**src/rtl/jtl_pkg.sv**
```systemverilog
package jtl_pkg;

   // one byte of text
   typedef struct packed {
      logic [7:0] in_byte;
      logic       in_last;
   } req_type;

   // one token event
   typedef struct packed {
      logic [3:0]  kind;
      logic [7:0]  out_char;
      logic [15:0] line_number;
      logic        out_last;
   } rsp_type;

   localparam int MAX_RESULTS = 4;
   localparam int SLOT_BITS   = $clog2(MAX_RESULTS);
   localparam int QUEUE_DEPTH = 4;
   localparam int PTR_BITS    = $clog2(QUEUE_DEPTH);

   // all events caused by one byte
   typedef struct packed {
      logic [SLOT_BITS:0]                count;
      rsp_type [MAX_RESULTS-1:0]         slot;
   } bundle_type;

   localparam logic [3:0] KIND_LCURLY     = 4'd0;
   localparam logic [3:0] KIND_RCURLY     = 4'd1;
   localparam logic [3:0] KIND_LBRACK     = 4'd2;
   localparam logic [3:0] KIND_RBRACK     = 4'd3;
   localparam logic [3:0] KIND_COLON      = 4'd4;
   localparam logic [3:0] KIND_COMMA      = 4'd5;
   localparam logic [3:0] KIND_STR_CHAR   = 4'd6;
   localparam logic [3:0] KIND_STR_END    = 4'd7;
   localparam logic [3:0] KIND_NUM_CHAR   = 4'd8;
   localparam logic [3:0] KIND_NUM_END    = 4'd9;
   localparam logic [3:0] KIND_TRUE       = 4'd10;
   localparam logic [3:0] KIND_FALSE      = 4'd11;
   localparam logic [3:0] KIND_NULL       = 4'd12;
   localparam logic [3:0] KIND_INVALID    = 4'd13;
   localparam logic [3:0] KIND_UNID       = 4'd14;
   localparam logic [3:0] KIND_EOF        = 4'd15;

   localparam logic [7:0] CHAR_TAB      = 8'h09;
   localparam logic [7:0] CHAR_NEWLINE  = 8'h0A;
   localparam logic [7:0] CHAR_CR       = 8'h0D;
   localparam logic [7:0] CHAR_SPACE    = 8'h20;
   localparam logic [7:0] CHAR_QUOTE    = 8'h22;
   localparam logic [7:0] CHAR_APOS     = 8'h27;
   localparam logic [7:0] CHAR_COMMA    = 8'h2C;
   localparam logic [7:0] CHAR_MINUS    = 8'h2D;
   localparam logic [7:0] CHAR_DOT      = 8'h2E;
   localparam logic [7:0] CHAR_COLON    = 8'h3A;
   localparam logic [7:0] CHAR_QUESTION = 8'h3F;
   localparam logic [7:0] CHAR_LBRACK   = 8'h5B;
   localparam logic [7:0] CHAR_BSLASH   = 8'h5C;
   localparam logic [7:0] CHAR_RBRACK   = 8'h5D;
   localparam logic [7:0] CHAR_LCURLY   = 8'h7B;
   localparam logic [7:0] CHAR_RCURLY   = 8'h7D;
   localparam logic [7:0] CHAR_NONE     = 8'h00;

   localparam logic [2:0] CAND_ALL = 3'b111;
   localparam logic [2:0] POS_MAX  = 3'd7;

   typedef enum logic [6:0] {
      MODE_IDLE = 7'b0000001,
      MODE_STR  = 7'b0000010,
      MODE_ESC  = 7'b0000100,
      MODE_INT  = 7'b0001000,
      MODE_DOT  = 7'b0010000,
      MODE_FRAC = 7'b0100000,
      MODE_WORD = 7'b1000000
   } mode_type;

   function automatic logic is_digit(logic [7:0] b);
      return (b >= 8'h30) && (b <= 8'h39);
   endfunction

   function automatic logic is_alpha(logic [7:0] b);
      return ((b >= 8'h61) && (b <= 8'h7A)) || ((b >= 8'h41) && (b <= 8'h5A));
   endfunction

   function automatic logic [7:0] unescape(logic [7:0] b);
      logic [7:0] r;
      if (b == 8'h6E) begin
         r = CHAR_NEWLINE;
      end else if (b == CHAR_APOS || b == CHAR_BSLASH || b == CHAR_QUOTE) begin
         r = b;
      end else begin
         r = CHAR_QUESTION;
      end
      return r;
   endfunction

   // keyword letters: bit 8 flags a letter present at that position
   function automatic logic [8:0] kw_char(logic [1:0] kw, logic [2:0] pos);
      logic [8:0] r;
      r = 9'h000;
      case (kw)
         2'd0: begin
            case (pos)
               3'd0: r = {1'b1, 8'h74};
               3'd1: r = {1'b1, 8'h72};
               3'd2: r = {1'b1, 8'h75};
               3'd3: r = {1'b1, 8'h65};
               default: r = 9'h000;
            endcase
         end
         2'd1: begin
            case (pos)
               3'd0: r = {1'b1, 8'h66};
               3'd1: r = {1'b1, 8'h61};
               3'd2: r = {1'b1, 8'h6C};
               3'd3: r = {1'b1, 8'h73};
               3'd4: r = {1'b1, 8'h65};
               default: r = 9'h000;
            endcase
         end
         2'd2: begin
            case (pos)
               3'd0: r = {1'b1, 8'h6E};
               3'd1: r = {1'b1, 8'h75};
               3'd2: r = {1'b1, 8'h6C};
               3'd3: r = {1'b1, 8'h6C};
               default: r = 9'h000;
            endcase
         end
         default: r = 9'h000;
      endcase
      return r;
   endfunction

   // returns {candidates, position} after one more word character
   function automatic logic [5:0] word_take(logic [2:0] cand, logic [2:0] pos,
                                            logic [7:0] b);
      logic [2:0] c;
      logic [8:0] k;
      c = cand;
      for (int i = 0; i < 3; i++) begin
         k = kw_char(2'(i), pos);
         if (!k[8] || (k[7:0] != b)) begin
            c[i] = 1'b0;
         end
      end
      return {c, (pos != POS_MAX) ? pos + 3'd1 : pos};
   endfunction

   function automatic logic [3:0] word_kind(logic [2:0] cand, logic [2:0] pos);
      logic [3:0] k;
      if (cand[0] && pos == 3'd4) begin
         k = KIND_TRUE;
      end else if (cand[1] && pos == 3'd5) begin
         k = KIND_FALSE;
      end else if (cand[2] && pos == 3'd4) begin
         k = KIND_NULL;
      end else begin
         k = KIND_INVALID;
      end
      return k;
   endfunction

   function automatic bundle_type push(bundle_type bd, logic [3:0] kind,
                                       logic [7:0] ch, logic [15:0] line);
      bundle_type r;
      r = bd;
      if (r.count < (SLOT_BITS+1)'(MAX_RESULTS)) begin
         r.slot[r.count[SLOT_BITS-1:0]] = '{kind: kind, out_char: ch,
                                            line_number: line, out_last: 1'b0};
         r.count = r.count + 1'b1;
      end
      return r;
   endfunction

endpackage

```
**src/rtl/json_token_lexer.sv**
```systemverilog
// streaming json lexer: takes one byte of text per beat on req_ and gives token events on
// rsp_, each stamped with the current line number (low 16 bits of a saturating counter
// of LINE_BITS bits, starting at one). a byte may cause zero to four events; the last
// event of a byte carries out_last, and the final byte of a text (in_last) closes any
// open token, gives eof and returns all state to its reset values. a byte is taken every
// cycle while the four-entry queue of event groups has room; the output side drains one
// event per cycle while rsp_ready is high, so the sustained rate is one byte per cycle as long
// as the text averages at most one event per byte, and bursts of several events per byte are
// absorbed by the queue. the events of an accepted byte are written into the queue at the
// accepting edge and loaded into the output register once that register is free or drained.
// string bodies arrive unescaped, number lexemes character by character; true, false and
// null are matched, any other word is flagged invalid.
module json_token_lexer #(
   parameter int LINE_BITS = 16
) (
   input  logic              clock,
   input  logic              reset,
   input  logic              req_valid,
   output logic              req_ready,
   input  jtl_pkg::req_type  req_data,
   output logic              rsp_valid,
   input  logic              rsp_ready,
   output jtl_pkg::rsp_type  rsp_data
);

   jtl_pkg::bundle_type  fe_bundle;
   jtl_pkg::bundle_type  q_head;
   logic                 fe_push;
   logic                 q_full;
   logic                 q_empty;
   logic                 be_pop;
   logic                 req_fire;

   // a byte enters whenever the queue can hold its events
   assign req_ready = !q_full;
   assign req_fire  = req_valid && req_ready;

   // front: lexer state machine, classifies one byte into an event group per cycle while the queue has room
   jtl_front #(
      .LINE_BITS (LINE_BITS)
   ) u_front (
      .clock  (clock),
      .reset  (reset),
      .fire   (req_fire),
      .req    (req_data),
      .push   (fe_push),
      .bundle (fe_bundle)
   );

   // event groups wait here; bytes that give no event skip it
   jtl_queue u_queue (
      .clock     (clock),
      .reset     (reset),
      .push      (fe_push),
      .push_data (fe_bundle),
      .pop       (be_pop),
      .head      (q_head),
      .full      (q_full),
      .empty     (q_empty)
   );

   // back: unrolls each group into single beats through the output register
   jtl_back u_back (
      .clock     (clock),
      .reset     (reset),
      .head      (q_head),
      .empty     (q_empty),
      .pop       (be_pop),
      .rsp_valid (rsp_valid),
      .rsp_ready (rsp_ready),
      .rsp_data  (rsp_data)
   );

endmodule

```
**src/rtl/jtl_front.sv**
```systemverilog
module jtl_front #(
   parameter int LINE_BITS = 16
) (
   input  logic                 clock,
   input  logic                 reset,
   input  logic                 fire,
   input  jtl_pkg::req_type     req,
   output logic                 push,
   output jtl_pkg::bundle_type  bundle
);

   jtl_pkg::mode_type      mode_ff, mode_in;
   logic [2:0]             cand_ff, cand_in;
   logic [2:0]             pos_ff, pos_in;
   logic [LINE_BITS-1:0]   line_ff, line_in, line_inc;
   logic [LINE_BITS+15:0]  old_ext, new_ext;
   logic [15:0]            old16, new16;

   // saturating line counter, shown as its low 16 bits
   assign line_inc = (&line_ff) ? line_ff : line_ff + LINE_BITS'(1);
   assign old_ext  = {16'h0000, line_ff};
   assign new_ext  = {16'h0000, line_inc};
   assign old16    = old_ext[15:0];
   assign new16    = new_ext[15:0];

   always_comb begin
      logic [7:0]          b;
      logic                last;
      logic                bumped;
      logic                rescan;
      logic [15:0]         cur;
      jtl_pkg::mode_type   mode_v;
      logic [2:0]          cand_v;
      logic [2:0]          pos_v;
      jtl_pkg::bundle_type bd;

      b      = req.in_byte;
      last   = req.in_last;
      bumped = 1'b0;
      rescan = 1'b0;
      cur    = old16;
      mode_v = mode_ff;
      cand_v = cand_ff;
      pos_v  = pos_ff;
      bd     = '0;

      case (mode_ff)
         jtl_pkg::MODE_STR: begin
            if (b == jtl_pkg::CHAR_NEWLINE) begin
               bumped = 1'b1;
               cur    = new16;
            end
            if (b == jtl_pkg::CHAR_BSLASH) begin
               mode_v = jtl_pkg::MODE_ESC;
            end else if (b == jtl_pkg::CHAR_QUOTE) begin
               bd     = jtl_pkg::push(bd, jtl_pkg::KIND_STR_END, jtl_pkg::CHAR_NONE, cur);
               mode_v = jtl_pkg::MODE_IDLE;
            end else begin
               bd = jtl_pkg::push(bd, jtl_pkg::KIND_STR_CHAR, b, cur);
            end
         end
         jtl_pkg::MODE_ESC: begin
            if (b == jtl_pkg::CHAR_NEWLINE) begin
               bumped = 1'b1;
               cur    = new16;
            end
            bd     = jtl_pkg::push(bd, jtl_pkg::KIND_STR_CHAR, jtl_pkg::unescape(b), cur);
            mode_v = jtl_pkg::MODE_STR;
         end
         jtl_pkg::MODE_INT: begin
            if (jtl_pkg::is_digit(b)) begin
               bd = jtl_pkg::push(bd, jtl_pkg::KIND_NUM_CHAR, b, cur);
            end else if (b == jtl_pkg::CHAR_DOT) begin
               mode_v = jtl_pkg::MODE_DOT;
            end else begin
               bd     = jtl_pkg::push(bd, jtl_pkg::KIND_NUM_END, jtl_pkg::CHAR_NONE, cur);
               mode_v = jtl_pkg::MODE_IDLE;
               rescan = 1'b1;
            end
         end
         jtl_pkg::MODE_DOT: begin
            if (jtl_pkg::is_digit(b)) begin
               bd     = jtl_pkg::push(bd, jtl_pkg::KIND_NUM_CHAR, jtl_pkg::CHAR_DOT, cur);
               bd     = jtl_pkg::push(bd, jtl_pkg::KIND_NUM_CHAR, b, cur);
               mode_v = jtl_pkg::MODE_FRAC;
            end else begin
               bd     = jtl_pkg::push(bd, jtl_pkg::KIND_NUM_END, jtl_pkg::CHAR_NONE, cur);
               bd     = jtl_pkg::push(bd, jtl_pkg::KIND_UNID, jtl_pkg::CHAR_NONE, cur);
               mode_v = jtl_pkg::MODE_IDLE;
               // final minus after a held dot is reported as a stray char
               if (last && b == jtl_pkg::CHAR_MINUS) begin
                  bd = jtl_pkg::push(bd, jtl_pkg::KIND_UNID, jtl_pkg::CHAR_NONE, cur);
               end else begin
                  rescan = 1'b1;
               end
            end
         end
         jtl_pkg::MODE_FRAC: begin
            if (jtl_pkg::is_digit(b)) begin
               bd = jtl_pkg::push(bd, jtl_pkg::KIND_NUM_CHAR, b, cur);
            end else begin
               bd     = jtl_pkg::push(bd, jtl_pkg::KIND_NUM_END, jtl_pkg::CHAR_NONE, cur);
               mode_v = jtl_pkg::MODE_IDLE;
               rescan = 1'b1;
            end
         end
         jtl_pkg::MODE_WORD: begin
            if (jtl_pkg::is_alpha(b) || jtl_pkg::is_digit(b)) begin
               {cand_v, pos_v} = jtl_pkg::word_take(cand_v, pos_v, b);
            end else begin
               bd     = jtl_pkg::push(bd, jtl_pkg::word_kind(cand_v, pos_v),
                                      jtl_pkg::CHAR_NONE, cur);
               cand_v = jtl_pkg::CAND_ALL;
               pos_v  = 3'd0;
               mode_v = jtl_pkg::MODE_IDLE;
               rescan = 1'b1;
            end
         end
         default: begin
            mode_v = jtl_pkg::MODE_IDLE;
            rescan = 1'b1;
         end
      endcase

      if (rescan) begin
         case (b)
            jtl_pkg::CHAR_LCURLY:
               bd = jtl_pkg::push(bd, jtl_pkg::KIND_LCURLY, jtl_pkg::CHAR_NONE, cur);
            jtl_pkg::CHAR_RCURLY:
               bd = jtl_pkg::push(bd, jtl_pkg::KIND_RCURLY, jtl_pkg::CHAR_NONE, cur);
            jtl_pkg::CHAR_LBRACK:
               bd = jtl_pkg::push(bd, jtl_pkg::KIND_LBRACK, jtl_pkg::CHAR_NONE, cur);
            jtl_pkg::CHAR_RBRACK:
               bd = jtl_pkg::push(bd, jtl_pkg::KIND_RBRACK, jtl_pkg::CHAR_NONE, cur);
            jtl_pkg::CHAR_COLON:
               bd = jtl_pkg::push(bd, jtl_pkg::KIND_COLON, jtl_pkg::CHAR_NONE, cur);
            jtl_pkg::CHAR_COMMA:
               bd = jtl_pkg::push(bd, jtl_pkg::KIND_COMMA, jtl_pkg::CHAR_NONE, cur);
            jtl_pkg::CHAR_NEWLINE: begin
               bumped = 1'b1;
               cur    = new16;
            end
            jtl_pkg::CHAR_QUOTE:
               mode_v = jtl_pkg::MODE_STR;
            jtl_pkg::CHAR_SPACE, jtl_pkg::CHAR_CR, jtl_pkg::CHAR_TAB: begin
            end
            default: begin
               if (jtl_pkg::is_digit(b) || b == jtl_pkg::CHAR_MINUS) begin
                  bd     = jtl_pkg::push(bd, jtl_pkg::KIND_NUM_CHAR, b, cur);
                  mode_v = jtl_pkg::MODE_INT;
               end else if (jtl_pkg::is_alpha(b)) begin
                  {cand_v, pos_v} = jtl_pkg::word_take(jtl_pkg::CAND_ALL, 3'd0, b);
                  mode_v          = jtl_pkg::MODE_WORD;
               end else begin
                  bd = jtl_pkg::push(bd, jtl_pkg::KIND_UNID, jtl_pkg::CHAR_NONE, cur);
               end
            end
         endcase
      end

      // end of text: close whatever is open, then eof
      if (last) begin
         case (mode_v)
            jtl_pkg::MODE_STR, jtl_pkg::MODE_ESC:
               bd = jtl_pkg::push(bd, jtl_pkg::KIND_STR_END, jtl_pkg::CHAR_NONE, cur);
            jtl_pkg::MODE_INT, jtl_pkg::MODE_FRAC:
               bd = jtl_pkg::push(bd, jtl_pkg::KIND_NUM_END, jtl_pkg::CHAR_NONE, cur);
            jtl_pkg::MODE_DOT: begin
               bd = jtl_pkg::push(bd, jtl_pkg::KIND_NUM_END, jtl_pkg::CHAR_NONE, cur);
               bd = jtl_pkg::push(bd, jtl_pkg::KIND_UNID, jtl_pkg::CHAR_NONE, cur);
            end
            jtl_pkg::MODE_WORD:
               bd = jtl_pkg::push(bd, jtl_pkg::word_kind(cand_v, pos_v),
                                  jtl_pkg::CHAR_NONE, cur);
            default: begin
            end
         endcase
         bd = jtl_pkg::push(bd, jtl_pkg::KIND_EOF, jtl_pkg::CHAR_NONE, cur);
      end

      if (bd.count != '0) begin
         bd.slot[jtl_pkg::SLOT_BITS'(bd.count - 1'b1)].out_last = 1'b1;
      end

      if (last) begin
         mode_in = jtl_pkg::MODE_IDLE;
         cand_in = jtl_pkg::CAND_ALL;
         pos_in  = 3'd0;
         line_in = LINE_BITS'(1);
      end else begin
         mode_in = mode_v;
         cand_in = cand_v;
         pos_in  = pos_v;
         line_in = bumped ? line_inc : line_ff;
      end
      bundle = bd;
   end

   assign push = fire && (bundle.count != '0);

   always_ff @(posedge clock) begin
      if (reset) begin
         mode_ff <= jtl_pkg::MODE_IDLE;
         cand_ff <= jtl_pkg::CAND_ALL;
         pos_ff  <= 3'd0;
         line_ff <= LINE_BITS'(1);
      end else if (fire) begin
         mode_ff <= mode_in;
         cand_ff <= cand_in;
         pos_ff  <= pos_in;
         line_ff <= line_in;
      end
   end

`ifndef NO_ASSERTIONS
   a_count_limit: assert property (@(posedge clock) disable iff (reset)
      push |-> bundle.count <= (jtl_pkg::SLOT_BITS+1)'(jtl_pkg::MAX_RESULTS))
      else $error("more events than slots");
   a_last_resets: assert property (@(posedge clock) disable iff (reset)
      fire && req.in_last |=> mode_ff == jtl_pkg::MODE_IDLE && line_ff == LINE_BITS'(1))
      else $error("state not cleared after final byte");
   a_last_eof: assert property (@(posedge clock) disable iff (reset)
      fire && req.in_last |-> push)
      else $error("final byte gave no eof");
`endif

endmodule

```
**src/rtl/jtl_queue.sv**
```systemverilog
module jtl_queue (
   input  logic                 clock,
   input  logic                 reset,
   input  logic                 push,
   input  jtl_pkg::bundle_type  push_data,
   input  logic                 pop,
   output jtl_pkg::bundle_type  head,
   output logic                 full,
   output logic                 empty
);

   jtl_pkg::bundle_type                 entry_ff [jtl_pkg::QUEUE_DEPTH];
   logic [jtl_pkg::PTR_BITS-1:0]        wr_ptr_ff, wr_ptr_in;
   logic [jtl_pkg::PTR_BITS-1:0]        rd_ptr_ff, rd_ptr_in;
   logic [jtl_pkg::PTR_BITS:0]          count_ff, count_in;

   assign full  = count_ff == (jtl_pkg::PTR_BITS+1)'(jtl_pkg::QUEUE_DEPTH);
   assign empty = count_ff == '0;
   assign head  = entry_ff[rd_ptr_ff];

   always_comb begin
      wr_ptr_in = push ? wr_ptr_ff + 1'b1 : wr_ptr_ff;
      rd_ptr_in = pop  ? rd_ptr_ff + 1'b1 : rd_ptr_ff;
      count_in  = count_ff;
      if (push && !pop) begin
         count_in = count_ff + 1'b1;
      end else if (pop && !push) begin
         count_in = count_ff - 1'b1;
      end
   end

   always_ff @(posedge clock) begin
      if (reset) begin
         wr_ptr_ff <= '0;
         rd_ptr_ff <= '0;
         count_ff  <= '0;
      end else begin
         wr_ptr_ff <= wr_ptr_in;
         rd_ptr_ff <= rd_ptr_in;
         count_ff  <= count_in;
      end
   end

   always_ff @(posedge clock) begin
      if (push) begin
         entry_ff[wr_ptr_ff] <= push_data;
      end
   end

`ifndef NO_ASSERTIONS
   a_no_overflow: assert property (@(posedge clock) disable iff (reset)
      full |-> !push || pop)
      else $error("push into full queue");
   a_no_underflow: assert property (@(posedge clock) disable iff (reset)
      empty |-> !pop)
      else $error("pop from empty queue");
`endif

endmodule

```
**src/rtl/jtl_back.sv**
```systemverilog
module jtl_back (
   input  logic                 clock,
   input  logic                 reset,
   input  jtl_pkg::bundle_type  head,
   input  logic                 empty,
   output logic                 pop,
   output logic                 rsp_valid,
   input  logic                 rsp_ready,
   output jtl_pkg::rsp_type     rsp_data
);

   logic                             valid_ff, valid_in;
   jtl_pkg::rsp_type                 data_ff, data_in;
   logic [jtl_pkg::SLOT_BITS-1:0]    idx_ff, idx_in;
   logic                             load;
   logic                             last_slot;

   assign load      = (!valid_ff || rsp_ready) && !empty;
   assign last_slot = idx_ff == jtl_pkg::SLOT_BITS'(head.count - 1'b1);
   assign pop       = load && last_slot;

   always_comb begin
      data_in  = data_ff;
      idx_in   = idx_ff;
      valid_in = valid_ff && !rsp_ready;
      if (load) begin
         data_in  = head.slot[idx_ff];
         valid_in = 1'b1;
         idx_in   = last_slot ? '0 : idx_ff + 1'b1;
      end
   end

   always_ff @(posedge clock) begin
      if (reset) begin
         valid_ff <= 1'b0;
         idx_ff   <= '0;
      end else begin
         valid_ff <= valid_in;
         idx_ff   <= idx_in;
      end
   end

   always_ff @(posedge clock) begin
      data_ff <= data_in;
   end

   assign rsp_valid = valid_ff;
   assign rsp_data  = data_ff;

endmodule
```
**config.mk**
```make
export PLATFORM = sky130hd
export DESIGN_NAME = json_token_lexer
export DESIGN_NICKNAME = d
export VERILOG_FILES = /design/src/rtl/jtl_pkg.sv /design/src/rtl/json_token_lexer.sv /design/src/rtl/jtl_front.sv /design/src/rtl/jtl_queue.sv /design/src/rtl/jtl_back.sv
export SDC_FILE = /design/constraint.sdc
export NUM_CORES = 1
export LEC_CHECK = 0
export ABC_AREA = 1
export ABC_CLOCK_PERIOD_IN_PS = 24100
export BUFFER_PORTS_ARGS = -buffer_cell sky130_fd_sc_hd__buf_2
export CORE_MARGIN = 2
export CORE_UTILIZATION = 45
export DETAILED_ROUTE_END_ITERATION = 10
export GPL_ROUTABILITY_DRIVEN = 0
export SETUP_SLACK_MARGIN = 0.15
export SLEW_MARGIN = 15
export SYNTH_ARGS = -nofsm -noshare
export SYNTH_HDL_FRONTEND = slang
export SYNTH_SLANG_ARGS = --single-unit
```
**constraint.sdc**
```tcl
create_clock -name clock -period 24.1 [get_ports clock]
set_input_delay 4.82 -clock clock [delete_from_list [all_inputs] [get_ports clock]]
set_output_delay 4.82 -clock clock [all_outputs]
set_load 0.03 [all_outputs]
```
Word level (Yosys, flattened, before mapping)
Memories as Yosys holds them, arrays and structs flattened. A register that Yosys moved wholly into a read port is not among the register bits.
Index checks and enable logic that the tools add are counted.
{"block": "op_classes", "n_addsub": 16, "magnitude_cmp": 30, "n_eq_ne": 44, "n_mux": 171, "n_reduce_logical": 63}
{"operator": "$mux W119", "count": 29}
{"operator": "$bwmux W116", "count": 17}
{"operator": "$pmux W119 S7", "count": 1}
{"operator": "$pmux W119 S6", "count": 1}
{"operator": "$pmux W119 S4", "count": 1}
{"operator": "$demux W29 S2", "count": 8}
{"operator": "$mux W29", "count": 12}
{"operator": "$mux W117", "count": 2}
{"operator": "$mux W9", "count": 18}
{"operator": "$mux W116", "count": 1}
{"operator": "$mux W16", "count": 7}
{"operator": "$mux W3", "count": 21}
{"operator": "$mux W7", "count": 9}
{"operator": "$bmux W29 S2", "count": 1}
{"operator": "$eq A8 B6 Y1 const B", "count": 7}
{"operator": "$mux W26", "count": 2}
{"operator": "$eq A8 B7 Y1 const B", "count": 6}
{"operator": "$ne A8 B8 Y1", "count": 6}
{"operator": "$pmux W9 S5", "count": 1}
{"operator": "$pmux W7 S6", "count": 1}
{"operator": "$pmux W9 S4", "count": 1}
{"operator": "$add A3 B1 Y3 const B", "count": 9}
{"operator": "$lt A2 B3 Y1 const B", "count": 9}
{"operator": "$pmux W9 S3", "count": 1}
{"operator": "other kinds (42)", "count": 153}
{"block": "totals", "reg_bits": 68, "mem_bits_rw": 476, "in_bits": 13, "output_inout_bits": 31, "elab_cells": 338, "memories": 1}
{"memory": "u_queue.entry_ff", "words": 4, "word_bits": 119, "read_ports": 1, "rd_clocked_by_memory_dff": 1, "write_ports": 1, "line_no": "jtl_queue.sv:12", "text": "jtl_pkg::bundle_type entry_ff [jtl_pkg::QUEUE_DEPTH];"}

Logic depth before layout (Yosys ltp)
{"block": "depth", "ltp_word": 61, "ltp_mapped": 41, "depth_no_buf": 40}

By module
From an unflattened synthesis, not the netlist that was laid out.
{"block": "hier_totals", "hier_cells": 2894, "hier_area_um2": 27430.1}
{"module": "jtl_queue", "n_inst": 1, "cells_each": 1209, "area_each_um2": 18101.1, "seq_area_each_um2": 14473.9}
{"module": "jtl_front", "n_inst": 1, "cells_each": 1458, "area_each_um2": 7454.6, "seq_area_each_um2": 580.6}
{"module": "jtl_back", "n_inst": 1, "cells_each": 224, "area_each_um2": 1860.5, "seq_area_each_um2": 930.9}
{"module": "json_token_lexer", "n_inst": 1, "cells_each": 3, "area_each_um2": 13.8, "seq_area_each_um2": 0.0}

Worst setup path after synthesis
OpenSTA, ideal clock, no wires.
{"block": "synth_path", "path_kind": "input to register", "startpoint": "input req_data[8] in the netlist's numbering", "endpoint": "memory u_queue.entry_ff[0][0] in the netlist's numbering (enable)", "setup_ns": 0.596, "arrival_ns": 13.096, "path_slack_ns": 10.408, "stages": 34, "cell_sequence": "inv_1 nand2_1 nor2_1 nand2_1 nand2_1 inv_2 nor2_2 nand2_1 nor2_1 inv_1 ha_1 inv_1 nor2_1 nand3_1 nand2_1 nand2_2 buf_8 inv_4 or2_1 nand2_2 ha_1 nand2_1 nand2_1 inv_1 nand2_1 nand2_2 inv_1 ha_1 o21ai_0 inv_1 a21oi_4 nand3_4 nand2_2 nor2_1"}
{"block": "synth_via", "elab_chain_cells": 27, "word_cells_on_any_way": 97, "classes_between": "add/sub: 4; order compare: 10; eq/ne: 20; mux: 50; reduce/logical: 13"}
{"element": "start: declaration", "line_no": "json_token_lexer.sv:20", "text": "input jtl_pkg::req_type req_data,"}
{"element": "$ge A8 B7 Y1 / $le A8 B7 Y1 (equally long branches)", "line_no": "jtl_pkg.sv:81", "text": "return ((b >= 8'h61) && (b <= 8'h7A)) || ((b >= 8'h41) && (b <= 8'h5A));"}
{"element": "$logic_and A1 B1 Y1", "line_no": "jtl_pkg.sv:81"}
{"element": "$logic_or A1 B1 Y1", "line_no": "jtl_pkg.sv:81"}
{"element": "$logic_or A1 B1 Y1", "line_no": "jtl_front.sv:108", "text": "if (jtl_pkg::is_alpha(b) || jtl_pkg::is_digit(b)) begin"}
{"element": "$mux W117", "line_no": "jtl_front.sv:108"}
{"element": "$pmux W119 S6", "line_no": "jtl_front.sv:47", "text": "case (mode_ff)"}
{"element": "$add A3 B1 Y3 / $lt A3 B3 Y1 (equally long branches)", "line_no": "jtl_pkg.sv:170, jtl_pkg.sv:167"}
{"element": "$mux W119", "line_no": "jtl_pkg.sv:167", "text": "if (r.count < (SLOT_BITS+1)'(MAX_RESULTS)) begin"}
{"element": "[11 not listed]"}
{"element": "$mux W119", "line_no": "jtl_front.sv:162", "text": "if (last) begin"}
{"element": "$add A3 B1 Y3 / $lt A3 B3 Y1 (equally long branches)", "line_no": "jtl_pkg.sv:170, jtl_pkg.sv:167"}
{"element": "$mux W119", "line_no": "jtl_pkg.sv:167"}
{"element": "$mux W119 *", "line_no": "jtl_front.sv:162"}
{"element": "$reduce_bool A3 Y1 *", "line_no": "jtl_front.sv:199", "text": "assign push = fire && (bundle.count != '0);"}
{"element": "$logic_and A1 B1 Y1 *", "line_no": "jtl_front.sv:199"}
{"element": "$mux W1 *", "line_no": "jtl_queue.sv:45", "text": "if (push) begin"}
{"element": "$mux W1 (not written as such) *", "line_no": "jtl_queue.sv:46", "text": "entry_ff[wr_ptr_ff] <= push_data;"}
{"element": "end: declaration", "line_no": "jtl_queue.sv:12"}
Mark *: on every way between the ends. The rest lies on a longest branch, timed or not. The select of a mux whose other input is x is not followed.

Worst setup path after layout
{"block": "layout_path", "startpoint": "input req_data[8] in the netlist's numbering", "endpoint": "memory u_queue.entry_ff[3][26] in the netlist's numbering (enable)"}
Same word-level chain as after synthesis.

==> run summary <==
* effective utilization at floorplan: 0.453
* Arrival @ worst endpoint: 11.91 ns
* number of search-and-repair iterations in the first detailed-routing pass: 5
* initial antenna violation count: 0
* worst setup path category: input port to register
* root buf cell: clkbuf_16
* Peak supply drop: 0.0000757 V
* port bufs: 43
* count of cell types in the netlist: 61
* hpwl dp: 47.0 mm
* synthesized netlist cell count: 2643
* total of hold buffers inserted after clock tree synthesis: 0
* area of the core region: 58700 sq um
* cell internal pwr: 1.78 mW
* gr usage total: 0.244
* Slew Viols, Final: 0
* number of antenna diodes: 0
* Antenna Nets Post-Route: 0
* routed length per instance: 21.7 microns
* clock power share: 0.318
* signed area change from the synthesized netlist to the final layout: 9.78%
* dominant cell type by count on the critical path: nand2_1
* overflow left after global routing: 0
* actual transition at the worst max-transition pin: 1.07 ns
* overall via count from detail_route: 20618
* Worst Setup Start Kind: input port
* Logic pwr share: 0.223
* clock tree from TritonCTS: yes
* part of the total power dissipated in sequential elements: 0.460
* number of buffers added by the clock tree synthesis step: 56
* fraction of the core area covered by cells at the end of the flow: 0.497
* shortest period the worst path allows: 11.66 ns
* pin count of the biggest net entering global routing: 219
* via count of the first global-routing pass: 19665
* share of the yosys chip area belonging to registers: 0.597
* number of top-level pins: 44
* worst slew margin relative to its limit: 0.281
* count of yosys warnings during synthesis: 0
* nature of the critical path endpoint: register
* Net Sw Power: 0.842 mW
* overall routed net length: 74.9 mm
* kind of cell with the highest combined delay on the critical path: simple AND/OR/NAND/NOR gates
* FMAX: 85.7 MHz
* clock buffer depth: 3
* fraction of final layout cells with drive strength greater than 1: 0.106
* clock tree skew after final layout: 0.0309 ns
* path depth of the worst reg2reg path: 34
* Pwr Total: 2.62 mW
* ys flop type: edfxtp_1
* post-cts sizing count: 0
* htree depth: 2
* largest fanout on the critical path: 60
* endpoint of the worst-slack reg-to-reg timing path: u_queue.entry_ff[3][26]
* Die Ht: 247 microns
* via-per-instance ratio: 5.97
* leakage: 10.1 nW
* net switching fraction of the power: 0.321
* total negative slack: 0 ns
* standard cell with the maximum stage delay on the critical path: buf_4
* post-CTS setup-driven buffer insertion count: 0
* Clock Latency Late Sink: 0.62 ns
* Critical Path RT: 24.34 ns
* number of DRC violations after detailed-routing iteration 0: 2438
* synthesized area per cell: 10.1 sq um
* RR Startpoint: u_front.mode_ff[4]
* area after detailed placement: 27400 sq um
* Synth Cell Area: 26600 sq um
* number of core rows: 89
* die footprint: 61000 sq um
* final setup fails: 0
* clock sink total: 542
* WP buf/inv: 11
* HP Class: register to register
* flip-flop and latch count after synthesis: 542
* FF-to-FF setup slack: 16.67 ns
* post-route standard cell area excluding fillers: 29200 sq um
* Power per Cell Area: 89.8 nW/um^2
* number of maximum-capacitance constraint violations: 0
* final net count: 2679
* setup repair after global routing missed its margin: no
* instance count along the most critical hold path: 2
* final clock period utilization by the worst path: 0.484
* Die Width: 247 microns
* remaining design rule violation count: 0
* first-pass GRT wire length: 115 mm
* status: complete, no violations
* hold path startpoint: u_queue.rd_ptr_ff[0]
* peak per-stage delay on the critical path: 0.78 ns
* number of enable flip-flop cells after synthesis: 501
* Synth async-reset ratio: 0
* hold violation total from the final report: 0
* clock-pin slew of the registers on the worst-case setup and hold paths: 0.06 ns
==> layer usage <==
metal / wire (microns) / global-route usage
met3: 5700 / 0.0362
met4: 2250 / 0.0847
met2: 34000 / 0.383
met1: 33000 / 0.347
met5: 0 / 0
==> cells by family after synthesis <==
family	Yosys count	synth area share
adders and majority gates	27	0.0130
AOI/OAI and AO/OA	773	0.176
buffers and inverters	332	0.0513
DFF	542	0.597
and+or+nand+nor	947	0.156
xor gates and xnor gates	21	0.00692
other	1	0.000141
==> worst max-delay path by stage <==
stage                      from  cells after the start                  endpoint  slack [ns]
global placement    req_data[8]                     36   u_queue.entry_ff[3][53]       12.17
global route        req_data[8]                     36  u_queue.entry_ff[3][109]       11.92
CTS                 req_data[8]                     36  u_queue.entry_ff[3][109]       12.67
floorplan           req_data[8]                     34    u_queue.entry_ff[0][0]       10.41
detailed placement  req_data[8]                     36   u_queue.entry_ff[3][53]       12.04
finish              req_data[8]                     36   u_queue.entry_ff[3][26]       12.44
==> worst min-delay path, cell delays in order, from the launching register on <==
cell and delay (ns):
dfxtp_1 0.30, inv_1 0.08, a21oi_1 0.06
==> synth_stat cells, types with 11 or more instances <==
library cell  instances  share of area
nor3_1               23         0.0043
dfxtp_1              41          0.031
edfxtp_1            501           0.57
nand2_2              31         0.0073
inv_1               155          0.022
o211ai_1             47          0.013
nor2_1              355          0.050
inv_2                12         0.0017
a21oi_1              95          0.018
nand3_2              11         0.0041
nand2_1             382          0.054
o32ai_1              15         0.0049
ha_1                 26          0.012
o221ai_1             83          0.027
o21ai_2              16         0.0053
o21ai_0             371          0.070
o22ai_1              69          0.016
clkbuf_1            122          0.017
o21ai_1              26         0.0049
nand3_1              86          0.016
a22oi_1              13         0.0037
xor2_1               21         0.0069
nor2_2               18         0.0042
==> cell usage in the layout (no fill, tap or decap), drive strengths merged, types with 2 or more instances in the layout <==
cell type    n
o221ai      83
nor2       385
buf         64
bufinv       4
a22oi       13
a2bb2oi      3
clkinv      32
a311oi       2
dfxtp       41
nor4         2
ha          26
nand4       10
a31oi       10
nor3        26
clkbuf      66
conb        24
nand3       99
xor2        21
a21oi       98
o21a         2
o22ai       69
o211ai      47
a211oi       3
o31ai        2
a221oi       2
o32ai       15
a32oi        4
edfxtp     501
o21ai      413
a22o         2
inv        180
nand2      422
==> per-stage QoR <==
stage / hold slack (ns) / cells / worst slack [ns]
2_1_floorplan: 0.453 / 2666 / 10.41
5_1_grt: 0.513 / 3454 / 11.92
4_1_cts: 0.486 / 3454 / 12.67
3_3_place_gp: 0.470 / 3354 / 12.17
3_5_place_dp: 0.475 / 3354 / 12.04
6_report: 0.482 / 3454 / 12.44
==> registers in the layout, summed over array words and instances, names as in the netlist, named ones only <==
register           count
u_queue.wr_ptr_ff      2
u_back.rsp_data       29
u_front.pos_ff         3
u_front.cand_ff        3
u_queue.count_ff       3
u_back.idx_ff          2
u_queue.rd_ptr_ff      2
u_front.mode_ff        7
u_front.line_ff       16
u_back.rsp_valid       1
u_queue.entry_ff     472
==> power by group through the flow <==
stage / sequential, mW / combinational, mW / clock, mW
2_1_floorplan: 1.27 / 0.343 / 0
3_3_place_gp: 1.22 / 0.575 / 0
3_5_place_dp: 1.22 / 0.584 / 0
4_1_cts: 1.21 / 0.585 / 0.846
5_1_grt: 1.22 / 0.639 / 0.883
6_report: 1.21 / 0.583 / 0.832
==> final cells by class <==
| class | count | area [sq um] |
|---|---|---|
| fillers | 5182 | 29500 |
| flip-flops and latches | 542 | 15900 |
| multi-input cells | 1792 | 9480 |
| clock buffers | 66 | 1440 |
| repair buffers | 64 | 385 |
| clock inverters | 34 | 313 |
| well taps | 773 | 967 |
| inverters | 183 | 716 |
No activity file was read; power rests on OpenSTA's default activity.
